**config.mk**
```make
export PLATFORM = sky130hd
export DESIGN_NAME = calculator_keystroke_engine_top
export DESIGN_NICKNAME = d
export VERILOG_FILES = /design/src/hdl/cke_pkg.sv /design/src/hdl/calculator_keystroke_engine_top.sv /design/src/hdl/cke_alu.sv /design/src/hdl/cke_ctrl.sv
export SDC_FILE = /design/constraint.sdc
export NUM_CORES = 1
export LEC_CHECK = 0
export BUFFER_PORTS_ARGS = -buffer_cell sky130_fd_sc_hd__buf_2
export CORE_ASPECT_RATIO = 0.8
export CORE_MARGIN = 5
export CORE_UTILIZATION = 60
export DETAILED_ROUTE_END_ITERATION = 16
export PLACE_DENSITY = 0.77
export SYNTH_ARGS = -nofsm -noshare
export SYNTH_HDL_FRONTEND = slang
export SYNTH_SLANG_ARGS = --single-unit
export TNS_END_PERCENT = 1
```
**constraint.sdc**
```tcl
create_clock -name aclk -period 8.2 [get_ports aclk]
set_input_delay 0.82 -clock aclk [delete_from_list [all_inputs] [get_ports aclk]]
set_output_delay 0.82 -clock aclk [all_outputs]
set_load 0.01 [all_outputs]
```
**src/hdl/cke_pkg.sv**
```systemverilog
// Shared types, key codes and constants for the calculator keystroke engine.
package cke_pkg;

    localparam int RESULT_W = 28;
    localparam int KEY_W = 8;
    localparam int unsigned VALUE_LIMIT_DEF = 99999999;

    localparam logic [KEY_W-1:0] KEY_ZERO  = 8'h30;
    localparam logic [KEY_W-1:0] KEY_NINE  = 8'h39;
    localparam logic [KEY_W-1:0] KEY_PLUS  = 8'h2B;
    localparam logic [KEY_W-1:0] KEY_MINUS = 8'h2D;
    localparam logic [KEY_W-1:0] KEY_TIMES = 8'h2A;
    localparam logic [KEY_W-1:0] KEY_SLASH = 8'h2F;
    localparam logic [KEY_W-1:0] KEY_EQUAL = 8'h3D;

    localparam logic OPC_KEY = 1'b0;
    localparam logic OPC_EOL = 1'b1;

    typedef enum logic [2:0] {
        OP_NONE = 3'd0,
        OP_ADD  = 3'd1,
        OP_SUB  = 3'd2,
        OP_MUL  = 3'd3,
        OP_DIV  = 3'd4
    } op_t;

    typedef enum logic [1:0] {
        CS_IDLE,
        CS_CALC,
        CS_EMIT
    } cs_state_t;

    typedef enum logic [1:0] {
        AS_IDLE,
        AS_ITER,
        AS_SIGN
    } as_state_t;

    typedef struct packed {
        logic             opcode;
        logic [KEY_W-1:0] key_code;
    } in_item_t;

    typedef struct packed {
        logic signed [RESULT_W-1:0] result_value;
        logic                       error_flag;
    } out_item_t;

    typedef struct packed {
        logic start;
        op_t  op;
    } alu_cmd_t;

    typedef struct packed {
        logic done;
        logic err;
    } alu_sts_t;

    function automatic op_t decode_op(input logic [KEY_W-1:0] key);
        op_t op;
        case (key)
            KEY_PLUS:  op = OP_ADD;
            KEY_MINUS: op = OP_SUB;
            KEY_TIMES: op = OP_MUL;
            KEY_SLASH: op = OP_DIV;
            default:   op = OP_NONE;
        endcase
        return op;
    endfunction

endpackage

```
**src/hdl/calculator_keystroke_engine_top.sv**
```systemverilog
// A digit, an ignored key or an operator without arithmetic is taken without leaving idle.
// Add, subtract and division by zero pass the sequencer's calculation state while the unit
// runs only its iterate state; multiply and divide loop bit-serially there, then take the sign step.
// End of line enters the emit state; the result register then loads and all state clears,
// but it waits for as long as an earlier result is still held unaccepted.
// Reset (aresetn low, synchronous) clears the accumulator, entry, operator, error and m_valid.
module calculator_keystroke_engine_top #(
    parameter int unsigned VALUE_LIMIT = cke_pkg::VALUE_LIMIT_DEF
) (
    input  logic               aclk,
    input  logic               aresetn,
    input  logic               s_valid,
    output logic               s_ready,
    input  cke_pkg::in_item_t  s_item,
    output logic               m_valid,
    input  logic               m_ready,
    output cke_pkg::out_item_t m_item
);
    import cke_pkg::*;

    localparam int VAL_W = $clog2(VALUE_LIMIT + 1) + 1;

    alu_cmd_t                alu_cmd;
    alu_sts_t                alu_sts;
    logic signed [VAL_W-1:0] alu_a, alu_b, alu_res;
    logic                    emit;
    logic                    out_free;
    out_item_t               out_item;

    logic                    m_valid_reg, m_valid_next;
    out_item_t               m_item_reg, m_item_next;

    cke_ctrl #(
        .VALUE_LIMIT(VALUE_LIMIT)
    ) u_ctrl (
        .aclk     (aclk),
        .aresetn  (aresetn),
        .s_valid  (s_valid),
        .s_ready  (s_ready),
        .s_item   (s_item),
        .out_free (out_free),
        .emit     (emit),
        .out_item (out_item),
        .alu_cmd  (alu_cmd),
        .alu_a    (alu_a),
        .alu_b    (alu_b),
        .alu_sts  (alu_sts),
        .alu_res  (alu_res)
    );

    cke_alu #(
        .VALUE_LIMIT(VALUE_LIMIT)
    ) u_alu (
        .aclk    (aclk),
        .aresetn (aresetn),
        .cmd     (alu_cmd),
        .a       (alu_a),
        .b       (alu_b),
        .sts     (alu_sts),
        .res     (alu_res)
    );

    assign out_free = !m_valid_reg || m_ready;

    always_comb begin
        m_valid_next = m_valid_reg;
        m_item_next  = m_item_reg;
        if (emit) begin
            m_valid_next = 1'b1;
            m_item_next  = out_item;
        end else if (m_ready) begin
            m_valid_next = 1'b0;
        end
    end

    always_ff @(posedge aclk) begin
        if (!aresetn) begin
            m_valid_reg <= 1'b0;
        end else begin
            m_valid_reg <= m_valid_next;
        end
    end

    always_ff @(posedge aclk) begin
        m_item_reg <= m_item_next;
    end

    assign m_valid = m_valid_reg;
    assign m_item  = m_item_reg;

endmodule

```
**src/hdl/cke_alu.sv**
```systemverilog
// Iterative arithmetic unit: one shared adder serves add, subtract, multiply and divide.
module cke_alu #(
    parameter int unsigned VALUE_LIMIT = cke_pkg::VALUE_LIMIT_DEF
) (
    input  logic                                         aclk,
    input  logic                                         aresetn,
    input  cke_pkg::alu_cmd_t                            cmd,
    input  logic signed [$clog2(VALUE_LIMIT+1):0]        a,
    input  logic signed [$clog2(VALUE_LIMIT+1):0]        b,
    output cke_pkg::alu_sts_t                            sts,
    output logic signed [$clog2(VALUE_LIMIT+1):0]        res
);
    import cke_pkg::*;

    localparam int MAG_W = $clog2(VALUE_LIMIT + 1);
    localparam int VAL_W = MAG_W + 1;
    localparam int SUM_W = MAG_W + 3;
    localparam int CNT_W = $clog2(MAG_W);
    localparam logic signed [SUM_W-1:0] LIM_P = SUM_W'(VALUE_LIMIT);
    localparam logic signed [SUM_W-1:0] LIM_N = -SUM_W'(VALUE_LIMIT);

    as_state_t               state_reg, state_next;
    op_t                     op_reg, op_next;
    logic [CNT_W-1:0]        cnt_reg, cnt_next;
    logic signed [VAL_W-1:0] a_reg, a_next;
    logic signed [VAL_W-1:0] b_reg, b_next;
    logic [MAG_W-1:0]        amag_reg, amag_next;
    logic [MAG_W-1:0]        bmag_reg, bmag_next;
    logic [MAG_W-1:0]        part_reg, part_next;
    logic                    neg_reg, neg_next;
    logic                    ovf_reg, ovf_next;
    logic signed [VAL_W-1:0] res_reg, res_next;
    logic                    done_reg, done_next;
    logic                    err_reg, err_next;

    logic signed [SUM_W-1:0] x, y, s;
    logic                    sub;
    logic                    last_step;
    logic                    div_zero;
    logic signed [VAL_W-1:0] a_abs, b_abs;

    assign s = x + (y ^ {SUM_W{sub}}) + SUM_W'(sub);
    assign last_step = (cnt_reg == '0);
    assign div_zero = (bmag_reg == '0);
    assign a_abs = a[VAL_W-1] ? -a : a;
    assign b_abs = b[VAL_W-1] ? -b : b;

    always_comb begin
        state_next = state_reg;
        case (state_reg)
            AS_IDLE: begin
                if (cmd.start) begin
                    state_next = AS_ITER;
                end
            end
            AS_ITER: begin
                if (op_reg == OP_ADD || op_reg == OP_SUB || op_reg == OP_NONE) begin
                    state_next = AS_IDLE;
                end else if (op_reg == OP_DIV && div_zero) begin
                    state_next = AS_IDLE;
                end else if (last_step) begin
                    state_next = AS_SIGN;
                end
            end
            AS_SIGN: begin
                state_next = AS_IDLE;
            end
            default: begin
                state_next = AS_IDLE;
            end
        endcase
    end

    always_comb begin
        op_next   = op_reg;
        cnt_next  = cnt_reg;
        a_next    = a_reg;
        b_next    = b_reg;
        amag_next = amag_reg;
        bmag_next = bmag_reg;
        part_next = part_reg;
        neg_next  = neg_reg;
        ovf_next  = ovf_reg;
        res_next  = res_reg;
        done_next = 1'b0;
        err_next  = err_reg;
        x         = '0;
        y         = '0;
        sub       = 1'b0;
        case (state_reg)
            AS_IDLE: begin
                if (cmd.start) begin
                    op_next   = cmd.op;
                    cnt_next  = CNT_W'(MAG_W - 1);
                    a_next    = a;
                    b_next    = b;
                    amag_next = a_abs[MAG_W-1:0];
                    bmag_next = b_abs[MAG_W-1:0];
                    part_next = '0;
                    neg_next  = a[VAL_W-1] ^ b[VAL_W-1];
                    ovf_next  = 1'b0;
                end
            end
            AS_ITER: begin
                cnt_next = cnt_reg - 1'b1;
                case (op_reg)
                    OP_MUL: begin
                        x = SUM_W'({part_reg, 1'b0});
                        y = amag_reg[MAG_W-1] ? SUM_W'(bmag_reg) : '0;
                        part_next = s[MAG_W-1:0];
                        amag_next = {amag_reg[MAG_W-2:0], 1'b0};
                        if (s > LIM_P) begin
                            ovf_next = 1'b1;
                        end
                    end
                    OP_DIV: begin
                        x   = SUM_W'({part_reg, amag_reg[MAG_W-1]});
                        y   = SUM_W'(bmag_reg);
                        sub = 1'b1;
                        if (div_zero) begin
                            done_next = 1'b1;
                            err_next  = 1'b1;
                            res_next  = a_reg;
                        end else if (!s[SUM_W-1]) begin
                            part_next = s[MAG_W-1:0];
                            amag_next = {amag_reg[MAG_W-2:0], 1'b1};
                        end else begin
                            part_next = x[MAG_W-1:0];
                            amag_next = {amag_reg[MAG_W-2:0], 1'b0};
                        end
                    end
                    default: begin
                        x         = SUM_W'(a_reg);
                        y         = SUM_W'(b_reg);
                        sub       = (op_reg == OP_SUB);
                        done_next = 1'b1;
                        err_next  = (s > LIM_P) || (s < LIM_N);
                        res_next  = s[VAL_W-1:0];
                    end
                endcase
            end
            AS_SIGN: begin
                y         = (op_reg == OP_MUL) ? SUM_W'(part_reg) : SUM_W'(amag_reg);
                sub       = neg_reg;
                done_next = 1'b1;
                err_next  = ovf_reg;
                res_next  = s[VAL_W-1:0];
            end
            default: begin
                done_next = 1'b0;
            end
        endcase
    end

    always_ff @(posedge aclk) begin
        if (!aresetn) begin
            state_reg <= AS_IDLE;
            done_reg  <= 1'b0;
        end else begin
            state_reg <= state_next;
            done_reg  <= done_next;
        end
    end

    always_ff @(posedge aclk) begin
        op_reg   <= op_next;
        cnt_reg  <= cnt_next;
        a_reg    <= a_next;
        b_reg    <= b_next;
        amag_reg <= amag_next;
        bmag_reg <= bmag_next;
        part_reg <= part_next;
        neg_reg  <= neg_next;
        ovf_reg  <= ovf_next;
        res_reg  <= res_next;
        err_reg  <= err_next;
    end

    assign sts.done = done_reg;
    assign sts.err  = err_reg;
    assign res      = res_reg;

    a_start_idle: assert property (@(posedge aclk) disable iff (!aresetn)
        cmd.start |-> state_reg == AS_IDLE)
        else $error("Operation started while the unit was busy.");

    a_done_pulse: assert property (@(posedge aclk) disable iff (!aresetn)
        done_reg |=> !done_reg)
        else $error("Completion held for more than one cycle.");

    a_done_no_start: assert property (@(posedge aclk) disable iff (!aresetn)
        cmd.start |=> !done_reg)
        else $error("Completion reported in the cycle after a start.");

endmodule

```
**src/hdl/cke_ctrl.sv**
```systemverilog
// Keystroke sequencer: holds calculator state, decodes keys and drives the arithmetic unit.
module cke_ctrl #(
    parameter int unsigned VALUE_LIMIT = cke_pkg::VALUE_LIMIT_DEF
) (
    input  logic                                  aclk,
    input  logic                                  aresetn,
    input  logic                                  s_valid,
    output logic                                  s_ready,
    input  cke_pkg::in_item_t                     s_item,
    input  logic                                  out_free,
    output logic                                  emit,
    output cke_pkg::out_item_t                    out_item,
    output cke_pkg::alu_cmd_t                     alu_cmd,
    output logic signed [$clog2(VALUE_LIMIT+1):0] alu_a,
    output logic signed [$clog2(VALUE_LIMIT+1):0] alu_b,
    input  cke_pkg::alu_sts_t                     alu_sts,
    input  logic signed [$clog2(VALUE_LIMIT+1):0] alu_res
);
    import cke_pkg::*;

    localparam int MAG_W = $clog2(VALUE_LIMIT + 1);
    localparam int VAL_W = MAG_W + 1;
    localparam int NXT_W = MAG_W + 4;
    localparam logic signed [VAL_W-1:0] LIM_P = VAL_W'(VALUE_LIMIT);
    localparam logic signed [VAL_W-1:0] LIM_N = -VAL_W'(VALUE_LIMIT);

    cs_state_t               state_reg, state_next;
    logic signed [VAL_W-1:0] acc_reg, acc_next;
    logic [MAG_W-1:0]        entry_reg, entry_next;
    logic                    entry_vld_reg, entry_vld_next;
    op_t                     pend_reg, pend_next;
    logic signed [VAL_W-1:0] rep_reg, rep_next;
    logic                    eq_run_reg, eq_run_next;
    logic                    dig_run_reg, dig_run_next;
    logic                    err_reg, err_next;

    logic                    accept;
    logic                    calc_start;
    op_t                     calc_op;
    logic signed [VAL_W-1:0] calc_b;
    logic signed [VAL_W-1:0] entry_s;
    logic signed [VAL_W-1:0] shown;

    assign accept  = s_valid && s_ready;
    assign entry_s = {1'b0, entry_reg};

    always_comb begin
        state_next = state_reg;
        case (state_reg)
            CS_IDLE: begin
                if (s_valid) begin
                    if (s_item.opcode == OPC_EOL) begin
                        state_next = CS_EMIT;
                    end else if (calc_start) begin
                        state_next = CS_CALC;
                    end
                end
            end
            CS_CALC: begin
                if (alu_sts.done) begin
                    state_next = CS_IDLE;
                end
            end
            CS_EMIT: begin
                if (out_free) begin
                    state_next = CS_IDLE;
                end
            end
            default: begin
                state_next = CS_IDLE;
            end
        endcase
    end

    always_comb begin
        s_ready = (state_reg == CS_IDLE);
        emit    = (state_reg == CS_EMIT) && out_free;
    end

    always_comb begin
        op_t                 key_op;
        op_t                 eff_pend;
        logic [MAG_W-1:0]    base;
        logic [NXT_W-1:0]    nxt;
        logic signed [VAL_W-1:0] operand;

        acc_next       = acc_reg;
        entry_next     = entry_reg;
        entry_vld_next = entry_vld_reg;
        pend_next      = pend_reg;
        rep_next       = rep_reg;
        eq_run_next    = eq_run_reg;
        dig_run_next   = dig_run_reg;
        err_next       = err_reg;
        calc_start     = 1'b0;
        calc_op        = pend_reg;
        calc_b         = entry_s;

        key_op   = decode_op(s_item.key_code);
        eff_pend = eq_run_reg ? OP_NONE : pend_reg;
        base     = dig_run_reg ? entry_reg : '0;
        nxt      = NXT_W'({base, 3'b000}) + NXT_W'({base, 1'b0})
                 + NXT_W'(s_item.key_code[3:0]);
        operand  = entry_vld_reg ? entry_s : acc_reg;

        if (accept && s_item.opcode == OPC_KEY && !err_reg) begin
            if (s_item.key_code inside {[KEY_ZERO:KEY_NINE]}) begin
                if (eq_run_reg) begin
                    pend_next   = OP_NONE;
                    eq_run_next = 1'b0;
                end
                entry_vld_next = 1'b1;
                dig_run_next   = 1'b1;
                if (nxt <= NXT_W'(VALUE_LIMIT)) begin
                    entry_next = nxt[MAG_W-1:0];
                end else begin
                    entry_next = base;
                end
            end else if (key_op != OP_NONE) begin
                eq_run_next  = 1'b0;
                dig_run_next = 1'b0;
                if (entry_vld_reg) begin
                    if (eff_pend != OP_NONE) begin
                        calc_start = 1'b1;
                        calc_op    = eff_pend;
                        calc_b     = entry_s;
                    end else begin
                        acc_next = entry_s;
                    end
                    entry_vld_next = 1'b0;
                end
                pend_next = key_op;
            end else if (s_item.key_code == KEY_EQUAL) begin
                dig_run_next = 1'b0;
                if (eq_run_reg) begin
                    if (pend_reg != OP_NONE) begin
                        calc_start = 1'b1;
                        calc_b     = rep_reg;
                    end
                end else begin
                    eq_run_next = 1'b1;
                    if (pend_reg != OP_NONE) begin
                        rep_next       = operand;
                        entry_vld_next = 1'b0;
                        calc_start     = 1'b1;
                        calc_b         = operand;
                    end
                end
            end
        end

        if (state_reg == CS_CALC && alu_sts.done) begin
            if (alu_sts.err) begin
                err_next = 1'b1;
            end else begin
                acc_next = alu_res;
            end
        end

        if (emit) begin
            acc_next       = '0;
            entry_next     = '0;
            entry_vld_next = 1'b0;
            pend_next      = OP_NONE;
            rep_next       = '0;
            eq_run_next    = 1'b0;
            dig_run_next   = 1'b0;
            err_next       = 1'b0;
        end
    end

    assign alu_cmd.start = calc_start;
    assign alu_cmd.op    = calc_op;
    assign alu_a         = acc_reg;
    assign alu_b         = calc_b;

    assign shown = err_reg ? '0 : (entry_vld_reg ? entry_s : acc_reg);
    assign out_item.result_value = RESULT_W'(shown);
    assign out_item.error_flag   = err_reg;

    always_ff @(posedge aclk) begin
        if (!aresetn) begin
            state_reg     <= CS_IDLE;
            acc_reg       <= '0;
            entry_reg     <= '0;
            entry_vld_reg <= 1'b0;
            pend_reg      <= OP_NONE;
            rep_reg       <= '0;
            eq_run_reg    <= 1'b0;
            dig_run_reg   <= 1'b0;
            err_reg       <= 1'b0;
        end else begin
            state_reg     <= state_next;
            acc_reg       <= acc_next;
            entry_reg     <= entry_next;
            entry_vld_reg <= entry_vld_next;
            pend_reg      <= pend_next;
            rep_reg       <= rep_next;
            eq_run_reg    <= eq_run_next;
            dig_run_reg   <= dig_run_next;
            err_reg       <= err_next;
        end
    end

    a_done_in_calc: assert property (@(posedge aclk) disable iff (!aresetn)
        alu_sts.done |-> state_reg == CS_CALC)
        else $error("Arithmetic result arrived outside a calculation.");

    a_err_sticky: assert property (@(posedge aclk) disable iff (!aresetn)
        err_reg && !emit |=> err_reg)
        else $error("Error flag cleared without an end of line.");

    a_clear_on_emit: assert property (@(posedge aclk) disable iff (!aresetn)
        emit |=> acc_reg == '0 && !entry_vld_reg && !err_reg && pend_reg == OP_NONE)
        else $error("State not cleared after a result was issued.");

    a_acc_range: assert property (@(posedge aclk) disable iff (!aresetn)
        acc_reg <= LIM_P && acc_reg >= LIM_N && entry_reg <= MAG_W'(VALUE_LIMIT))
        else $error("Accumulator or entry beyond the value limit.");

endmodule

```
==> results of run 1 <==
how the worst min path moves through the flow:
stage,from,to,slack [ns],depth (start not counted)
after floorplan,u_ctrl.alu_a[10],u_alu.a_reg[10],0.40,0
after global placement,u_ctrl.rep_reg[5],u_ctrl.rep_reg[5],0.44,2
after detailed placement,u_ctrl.rep_reg[11],u_ctrl.rep_reg[11],0.44,2
after CTS,u_ctrl.rep_reg[11],u_ctrl.rep_reg[11],0.45,2
after global routing,u_ctrl.rep_reg[11],u_ctrl.rep_reg[11],0.48,2
final,u_ctrl.rep_reg[11],u_ctrl.rep_reg[11],0.45,2
routing by layer:
layer | GRT usage (%) | routed length (microns) | up-vias
met1 | 42.53 | 23240 | 7686
met3 | 3.752 | 4104 | 117
met2 | 45.16 | 23510 | 727
li1 | - | - | 7484
met4 | 8.849 | 1816 | 0
met5 | 0 | 0 | -
final cells by class:
class,count,area (sq um),area share [%]
Clock buffer,45,883.3,4.300
Clock inverter,11,102.6,0.4994
Inverter,49,183.9,0.8954
Multi-Input combinational cell,1604,10420,50.72
Sequential cell,300,8048,39.18
Tap cell,420,525.5,2.558
Timing Repair Buffer,65,380.4,1.852
power by group through the flow:
stage | clock, W | combinational, W | sequential [W]
after floorplan | 0 | 0.0000193 | 0.00164
after global placement | 0 | 0.0000348 | 0.00163
after detailed placement | 0 | 0.0000358 | 0.00163
after CTS | 0.00141 | 0.0000359 | 0.00160
after global routing | 0.00149 | 0.0000393 | 0.00160
final | 0.00140 | 0.0000362 | 0.00160
per-stage QoR:
stage / std cells / hold WS, ns / worst slack (ns)
2_1_floorplan: 2077 / 0.4029 / 1.902
3_3_place_gp: 2438 / 0.4372 / 2.062
3_5_place_dp: 2438 / 0.4423 / 1.865
4_1_cts: 2494 / 0.4511 / 1.844
5_1_grt: 2494 / 0.4815 / 1.264
6_report: 2494 / 0.4502 / 1.674
kinds of logic after synthesis:
family / after synthesis / synth area share [%]
compound gates: 538 / 18.60
xor+xnor: 118 / 5.412
fa+ha+maj: 90 / 6.015
buf+inv: 173 / 3.584
flops: 300 / 42.14
mux: 101 / 5.412
simple gates: 757 / 18.84
worst min-delay path, cell delays in order (launching register included):
cell and delay (ns):
dfxtp_1 0.31, nand2_1 0.05, a21oi_1 0.05
cell usage in the layout (no fill, tap or decap), types with 10 or more instances in the layout:
cell type / instances
nand2_1: 309
edfxtp_1: 204
a21oi_1: 152
nor2_1: 150
o21ai_0: 97
dfxtp_1: 96
ha_1: 86
mux2i_1: 83
and2_1: 74
xnor2_1: 72
a211oi_1: 52
inv_1: 49
xor2_1: 46
buf_2: 43
a22o_1: 41
nor3_1: 36
nor2b_1: 36
clkbuf_16: 33
a21boi_0: 30
nand3_1: 29
nand2b_1: 23
buf_4: 22
a21o_1: 20
a22oi_1: 19
mux2_2: 18
o21ai_1: 14
or3_1: 13
nor4_1: 13
nand4_1: 12
o2bb2ai_1: 12
o21a_1: 11
o31ai_1: 10
==> flow_summary_export.csv, run 1 <==
group,metric,value,unit
worst_setup_path,crit_top_cell,"nand2_1",
detailed_routing,drtIter0Drc,1944,
clocking,cts_buffer_depth,3,
synth,yosys-top-cells-area,"edfxtp_1 32%, dfxtp_1 10%, nand2_1 6.1%",
clocking,htree_levels,1,
place,place.gp.congestion,0.9295,
sta,worst_slew_pin_slew,1.268,ns
worst_setup_path,cp.required,8.52,ns
power_and_ir_drop,p_per_area,147.8,nW/um^2
detailed_routing,route.detailed.drc,0,
detailed_routing,routed_wl,52680,microns
floorplan,core-area,31420,sq um
layout,final_area,20540,sq um
worst_setup_path,reg2reg_depth,21,
worst_setup_path,path_cells,"nand2_1, nor2_2, nand2_1, nand2_1, a22o_1, a21oi_1, xnor2_1, and2_1, ha_1, a211oi_1, o21ai_1, nand3_1, nand2_1, a221o_1, a221oi_2, a211oi_1, a31oi_2, nand2_1, buf_4, mux2i_1, and2_1",
synth,synth_cell_type_count,85,
worst_setup_path,crit_fanout,31,
detailed_routing,avgViaCountPerCell,6.421,
detailed_routing,drtAntennaViolNets,0,
layout,nFillCells,2499,
worst_setup_path,cpPeakStageDelay,0.92,ns
worst_setup_path,r2r_slack,1.67,ns
layout,syn2layout_area_growth,7.567,%
worst_setup_path,reg2reg_from,"u_alu.op_reg[1]",
synth,synth_top_area_share,32.08,%
synth,ys_seq_elements,300,
synth,synthTopCellsByCount,"310 x nand2_1, 204 x edfxtp_1, 154 x nor2_1, 152 x a21oi_1, 103 x clkbuf_1",
worst_setup_path,endpoint,"u_alu.part_reg[8]",
worst_setup_path,path_depth,21,
sta,grt_setup_unrepaired,"no",
synth,synth_area,19100,sq um
synth,yosysMostFrequentCell,"nand2_1",
clocking,clock-sinks,300,
clocking,postCtsSetupRepairBufs,0,
synth,synth_area_per_cell,9.195,sq um
flow_run,timing.max_cap.violations,0,
power_and_ir_drop,finalPower,0.003036,W
worst_setup_path,startpoint_type,"register",
power_and_ir_drop,p_clk_share,46.1,%
power_and_ir_drop,p_leak,8.067,nW
sta,fin_setup_tns,0,ns
synth,ys_dominant_reg_cell,"edfxtp_1",
power_and_ir_drop,switching_share,20.45,%
detailed_routing,route.vias.total,16010,
worst_setup_path,crit_buf_inv,1,
synth,synthArstFlopShare,0,%
detailed_routing,routedWlPerCell,21.12,microns
clocking,hold_buffers,0,
power_and_ir_drop,comb_power_share,1.2,%
floorplan,die_area,35520,sq um
synth,synth_edf_count,204,
global_route,gr-usage-all-layers,28.96,%
synth,ys_seq_area_share,42.14,%
floorplan,num_rows,58,
sta,final.setup_skew,0.01916,ns
floorplan,die_w,209.5,microns
sta,post-route-period-util,79.58,%
outcome,status,"finished clean",
global_route,grt_pass1_vias,15030,
layout,diodes,0,
worst_setup_path,worstReg2RegEnd,"u_alu.part_reg[8]",
layout,drive_above_1_share,7.522,%
clocking,tritoncts,"yes",
min_path,hold_path.class,"reg -> reg",
global_route,grt_pass1_wl,83720,microns
worst_setup_path,setup.worst_path.start,"u_alu.op_reg[1]",
power_and_ir_drop,intPower,0.002415,W
power_and_ir_drop,p_seq_share,52.8,%
worst_setup_path,cp-end-kind,"register",
sta,min_period,6.526,ns
clocking,cts_buffers,30,
sta,hold_viol,0,
worst_setup_path,slowest_stage,"nor2_2",
synth,yosys_warnings,0,
place,post-dp-hpwl,38680,microns
layout,largest_reg_flops,29,
detailed_routing,drt-pass1-iter-count,6,
synth,synth.net_count,2180,
place,placed_area,19560,sq um
sta,drv_slew,0,
worst_setup_path,worstSetupPathType,"reg -> reg",
sta,slew_headroom,15.49,%
place,io_buffers,43,
layout,layout.nets,2153,
clocking,cts_resized,0,
power_and_ir_drop,power.switching,0.0006209,W
clocking,clk_root_buffer_cell,"clkbuf_16",
global_route,antenna_found_initial,0,
synth,synth.largest_area_cell,"edfxtp_1",
floorplan,io_pins,44,
floorplan,start_util,60.77,%
clocking,path_clk_slew,0.07,ns
worst_setup_path,critPathTopFamily,"simple AND/OR/NAND/NOR gates",
clocking,clkLatencyLatePin,0.57,ns
power_and_ir_drop,peakVddDrop,0.1649,mV
synth,syn_inst,2077,
global_route,grt_max_degree,110,
worst_setup_path,worstPathArrival,6.85,ns
floorplan,dieHeight,169.6,microns
layout,post-route-util,65.37,%
sta,setup_viol,0,
global_route,overflow,0,
sta,fmax,153.2,MHz
No activity file was read; power rests on OpenSTA's default activity.
==> inputs of run 2 (changes only) <==
--- a/config.mk
+++ b/config.mk
@@ -5,12 +5,13 @@
 export SDC_FILE = /design/constraint.sdc
 export NUM_CORES = 1
 export LEC_CHECK = 0
+export ABC_AREA = 1
 export BUFFER_PORTS_ARGS = -buffer_cell sky130_fd_sc_hd__buf_2
 export CORE_ASPECT_RATIO = 0.8
 export CORE_MARGIN = 5
-export CORE_UTILIZATION = 60
+export CORE_UTILIZATION = 58
 export DETAILED_ROUTE_END_ITERATION = 16
-export PLACE_DENSITY = 0.77
+export PLACE_DENSITY = 0.78
 export SYNTH_ARGS = -nofsm -noshare
 export SYNTH_HDL_FRONTEND = slang
 export SYNTH_SLANG_ARGS = --single-unit
==> constraint.sdc (replaced) <==
create_clock -name aclk -period 6 [get_ports aclk]
set_input_delay 0.6 -clock aclk [delete_from_list [all_inputs] [get_ports aclk]]
set_output_delay 0.6 -clock aclk [all_outputs]
set_load 0.01 [all_outputs]
==> run 2 against run 1 <==
Against the previous run: sequential share of layout area shrank 2.4 points; final area rose by 6.5%; area after synthesis grew 6.6%; synthesized cell count up 33%; largest cell class unchanged.
==> flow_summary_export.csv, run 2 <==
group,metric,value,unit
clocking,clkLatencyLatePin,0.59,ns
power_and_ir_drop,power.switching,0.0009734,W
sta,hold_viol,0,
floorplan,dieHeight,177.6,microns
global_route,grt_util_met1,51.02,%
place,io_buffers,43,
clocking,tritoncts,"yes",
sta,grt_setup_unrepaired,"no",
floorplan,num_rows,61,
worst_setup_path,cp.required,6.31,ns
layout,syn2layout_area_growth,7.472,%
sta,min_period,5.671,ns
power_and_ir_drop,p_leak,10.35,nW
floorplan,io_pins,44,
floorplan,start_util,58.63,%
clocking,postCtsSetupRepairBufs,0,
power_and_ir_drop,intPower,0.003252,W
synth,ys_dominant_reg_cell,"edfxtp_1",
sta,worst_slew_pin_slew,1.192,ns
sta,post-route-period-util,94.52,%
power_and_ir_drop,p_per_area,193.1,nW/um^2
detailed_routing,avgViaCountPerCell,6.179,
global_route,gr-usage-all-layers,35.11,%
sta,fin_setup_tns,0,ns
layout,layout.nets,2861,
detailed_routing,drt-pass1-iter-count,6,
synth,yosys-top-cells-area,"edfxtp_1 30%, nand2_1 11%, dfxtp_1 9.4%",
global_route,antenna_found_initial,2,
floorplan,die_area,38980,sq um
layout,layout_commonest_cell,"nand2_1",
synth,synthArstFlopShare,0,%
clocking,htree_levels,1,
place,place_ws,0.1819,ns
sta,fmax,176.3,MHz
detailed_routing,route.detailed.drc,0,
synth,synth_edf_count,204,
global_route,grt_pass1_vias,18580,
sta,timing.hold.ws,0.2847,ns
sta,drv_slew,0,
layout,nFillCells,3039,
worst_setup_path,critPathTopFamily,"simple AND/OR/NAND/NOR gates",
outcome,status,"finished clean",
worst_setup_path,worstSetupPathType,"reg -> reg",
synth,ys_seq_area_share,39.52,%
worst_setup_path,crit_buf_inv,8,
power_and_ir_drop,switching_share,23.03,%
layout,final_cell_mix,"580 x nand2_1, 374 x o21ai_0, 361 x inv_1, 266 x nor2_1, 218 x a21oi_1",
worst_setup_path,crit_fanout,48,
power_and_ir_drop,peakVddDrop,0.2525,mV
synth,synthTopCellsByCount,"580 x nand2_1, 374 x o21ai_0, 361 x inv_1, 271 x nor2_1, 220 x a21oi_1",
sta,final.setup_skew,0.02718,ns
synth,synth_top_area_share,30.08,%
global_route,grt_pass1_wl,106400,microns
synth,synth.largest_area_cell,"edfxtp_1",
worst_setup_path,worstPathArrival,5.98,ns
synth,ys_seq_elements,300,
floorplan,core-area,34730,sq um
worst_setup_path,crit_top_cell,"nand2_1",
detailed_routing,routed_wl,69670,microns
global_route,grt_max_degree,88,
layout,largest_reg_flops,29,
detailed_routing,drtAntennaViolNets,0,
worst_setup_path,slowest_stage,"inv_1",
worst_setup_path,cp-end-kind,"register",
synth,synth.net_count,2872,
floorplan,die_w,219.5,microns
sta,slew_headroom,20.56,%
layout,post-route-util,63.02,%
sta,fin_ws,0.3290,ns
synth,syn_inst,2769,
clocking,path_clk_slew,0.07,ns
clocking,clock-sinks,300,
worst_setup_path,cpPeakStageDelay,0.47,ns
worst_setup_path,startpoint_type,"register",
power_and_ir_drop,p_seq_share,52.4,%
clocking,hold_buffers,0,
power_and_ir_drop,comb_power_share,4.2,%
global_route,top_usage_layer,"met1",
detailed_routing,drtIter0Drc,3083,
global_route,globalRouteMet2Util,48.67,%
clocking,clk_root_buffer_cell,"clkbuf_16",
place,place.gp.congestion,1.006,
synth,yosys_warnings,0,
clocking,cts_buffer_depth,3,
synth,synth_area,20360,sq um
detailed_routing,routedWlPerCell,21.41,microns
synth,synth_cell_type_count,58,
sta,setup_viol,0,
synth,yosysMostFrequentCell,"nand2_1",
min_path,hold_path.class,"in -> reg",
place,post-dp-hpwl,54460,microns
flow_run,timing.max_cap.violations,0,
synth,synth_area_per_cell,7.354,sq um
detailed_routing,route.vias.total,20110,
global_route,met3_usage,12.98,%
power_and_ir_drop,p_clk_share,43.4,%
layout,drive_above_1_share,7.335,%
global_route,overflow,0,
clocking,cts_buffers,29,
clocking,cts_resized,0,
[run 2: cell count changes in the layout (fill, tap and decap cells not counted), sizes merged, moves of 82 or more]
cell	delta
inv	+323
nor2	+126
o21ai	+279
nand3	+128
mux2i	-82
nand2	+275
[run 2: path summary, 6_finish.rpt]
kind	slack [ns]	endpoint	cells past startpoint	from
setup / recovery	0.33	u_alu.part_reg[2]	27	u_alu.op_reg[0]
hold / removal	0.28	m_valid	2	aresetn
setup reg to reg	0.33	u_alu.part_reg[2]	27	u_alu.op_reg[0]
hold reg to reg	0.45	u_alu.a_reg[25]	0	u_ctrl.alu_a[25]
[run 2: worst reg2reg max path: stages, from the launching register on]
cell	delay, ns
edfxtp_1	0.43
nor2_1	0.21
nand2_2	0.14
inv_2	0.14
nand2_1	0.10
nand3_2	0.12
nand2_2	0.16
inv_1	0.47
buf_4	0.33
o21ai_0	0.10
o21ai_0	0.14
inv_1	0.07
ha_1	0.36
nand2_1	0.13
inv_1	0.05
a21oi_1	0.36
o21ai_0	0.17
buf_4	0.18
a21oi_1	0.33
nand2_1	0.13
nand2_1	0.09
nand3_1	0.08
nand2_1	0.16
inv_2	0.08
nor2_4	0.25
inv_4	0.24
o21ai_0	0.29
a21oi_1	0.07
[run 2: layout make-up]
type / count / area [sq um] / share of cell area (%)
inverters: 370 / 1391 / 6.358
multi-input cells: 1979 / 10440 / 47.71
well taps: 472 / 590.6 / 2.699
flip-flops and latches: 300 / 8049 / 36.78
clock buffers: 40 / 808.3 / 3.694
clock inverters: 14 / 122.6 / 0.5603
repair buffers: 78 / 478.0 / 2.184
diodes: 1 / 2.502 / 0.01144
[run 2: power groups by stage]
stage               Clock [W]  Sequential, W  Combinational [W]
floorplan                   0        0.00226           0.000108
global placement            0        0.00226           0.000172
detailed placement          0        0.00226           0.000174
CTS                   0.00183        0.00221           0.000175
global route          0.00192        0.00221           0.000196
finish                0.00183        0.00221           0.000179
[run 2: metrics by stage]
step / cells / total power, W / area, sq um
final: 3254 / 0.004226 / 21880
after global routing: 3253 / 0.004330 / 21880
after CTS: 3253 / 0.004217 / 21870
after detailed placement: 3199 / 0.002433 / 20940
after global placement: 3199 / 0.002430 / 20940
after floorplan: 2769 / 0.002368 / 20370
[run 2: cell families (layout without fill, tap and decap cells)]
logic type	count (synthesis)	after routing	share of synthesized area (%)
other cells	0	1	0
compound gates	709	709	19.44
fa+ha+maj	90	90	5.641
xor+xnor	68	68	2.925
buf+inv	490	502	9.506
flops	300	300	39.52
simple gates	1111	1111	22.92
mux	1	1	0.04916
[run 2: routing by layer]
layer	share of wire [%]	routed length, microns	vias to the layer above
met1	42	29380	9376
li1	-	-	9269
met2	39	27480	1286
met4	3.4	2395	2
met5	0.017	12	-
met3	15	10400	175
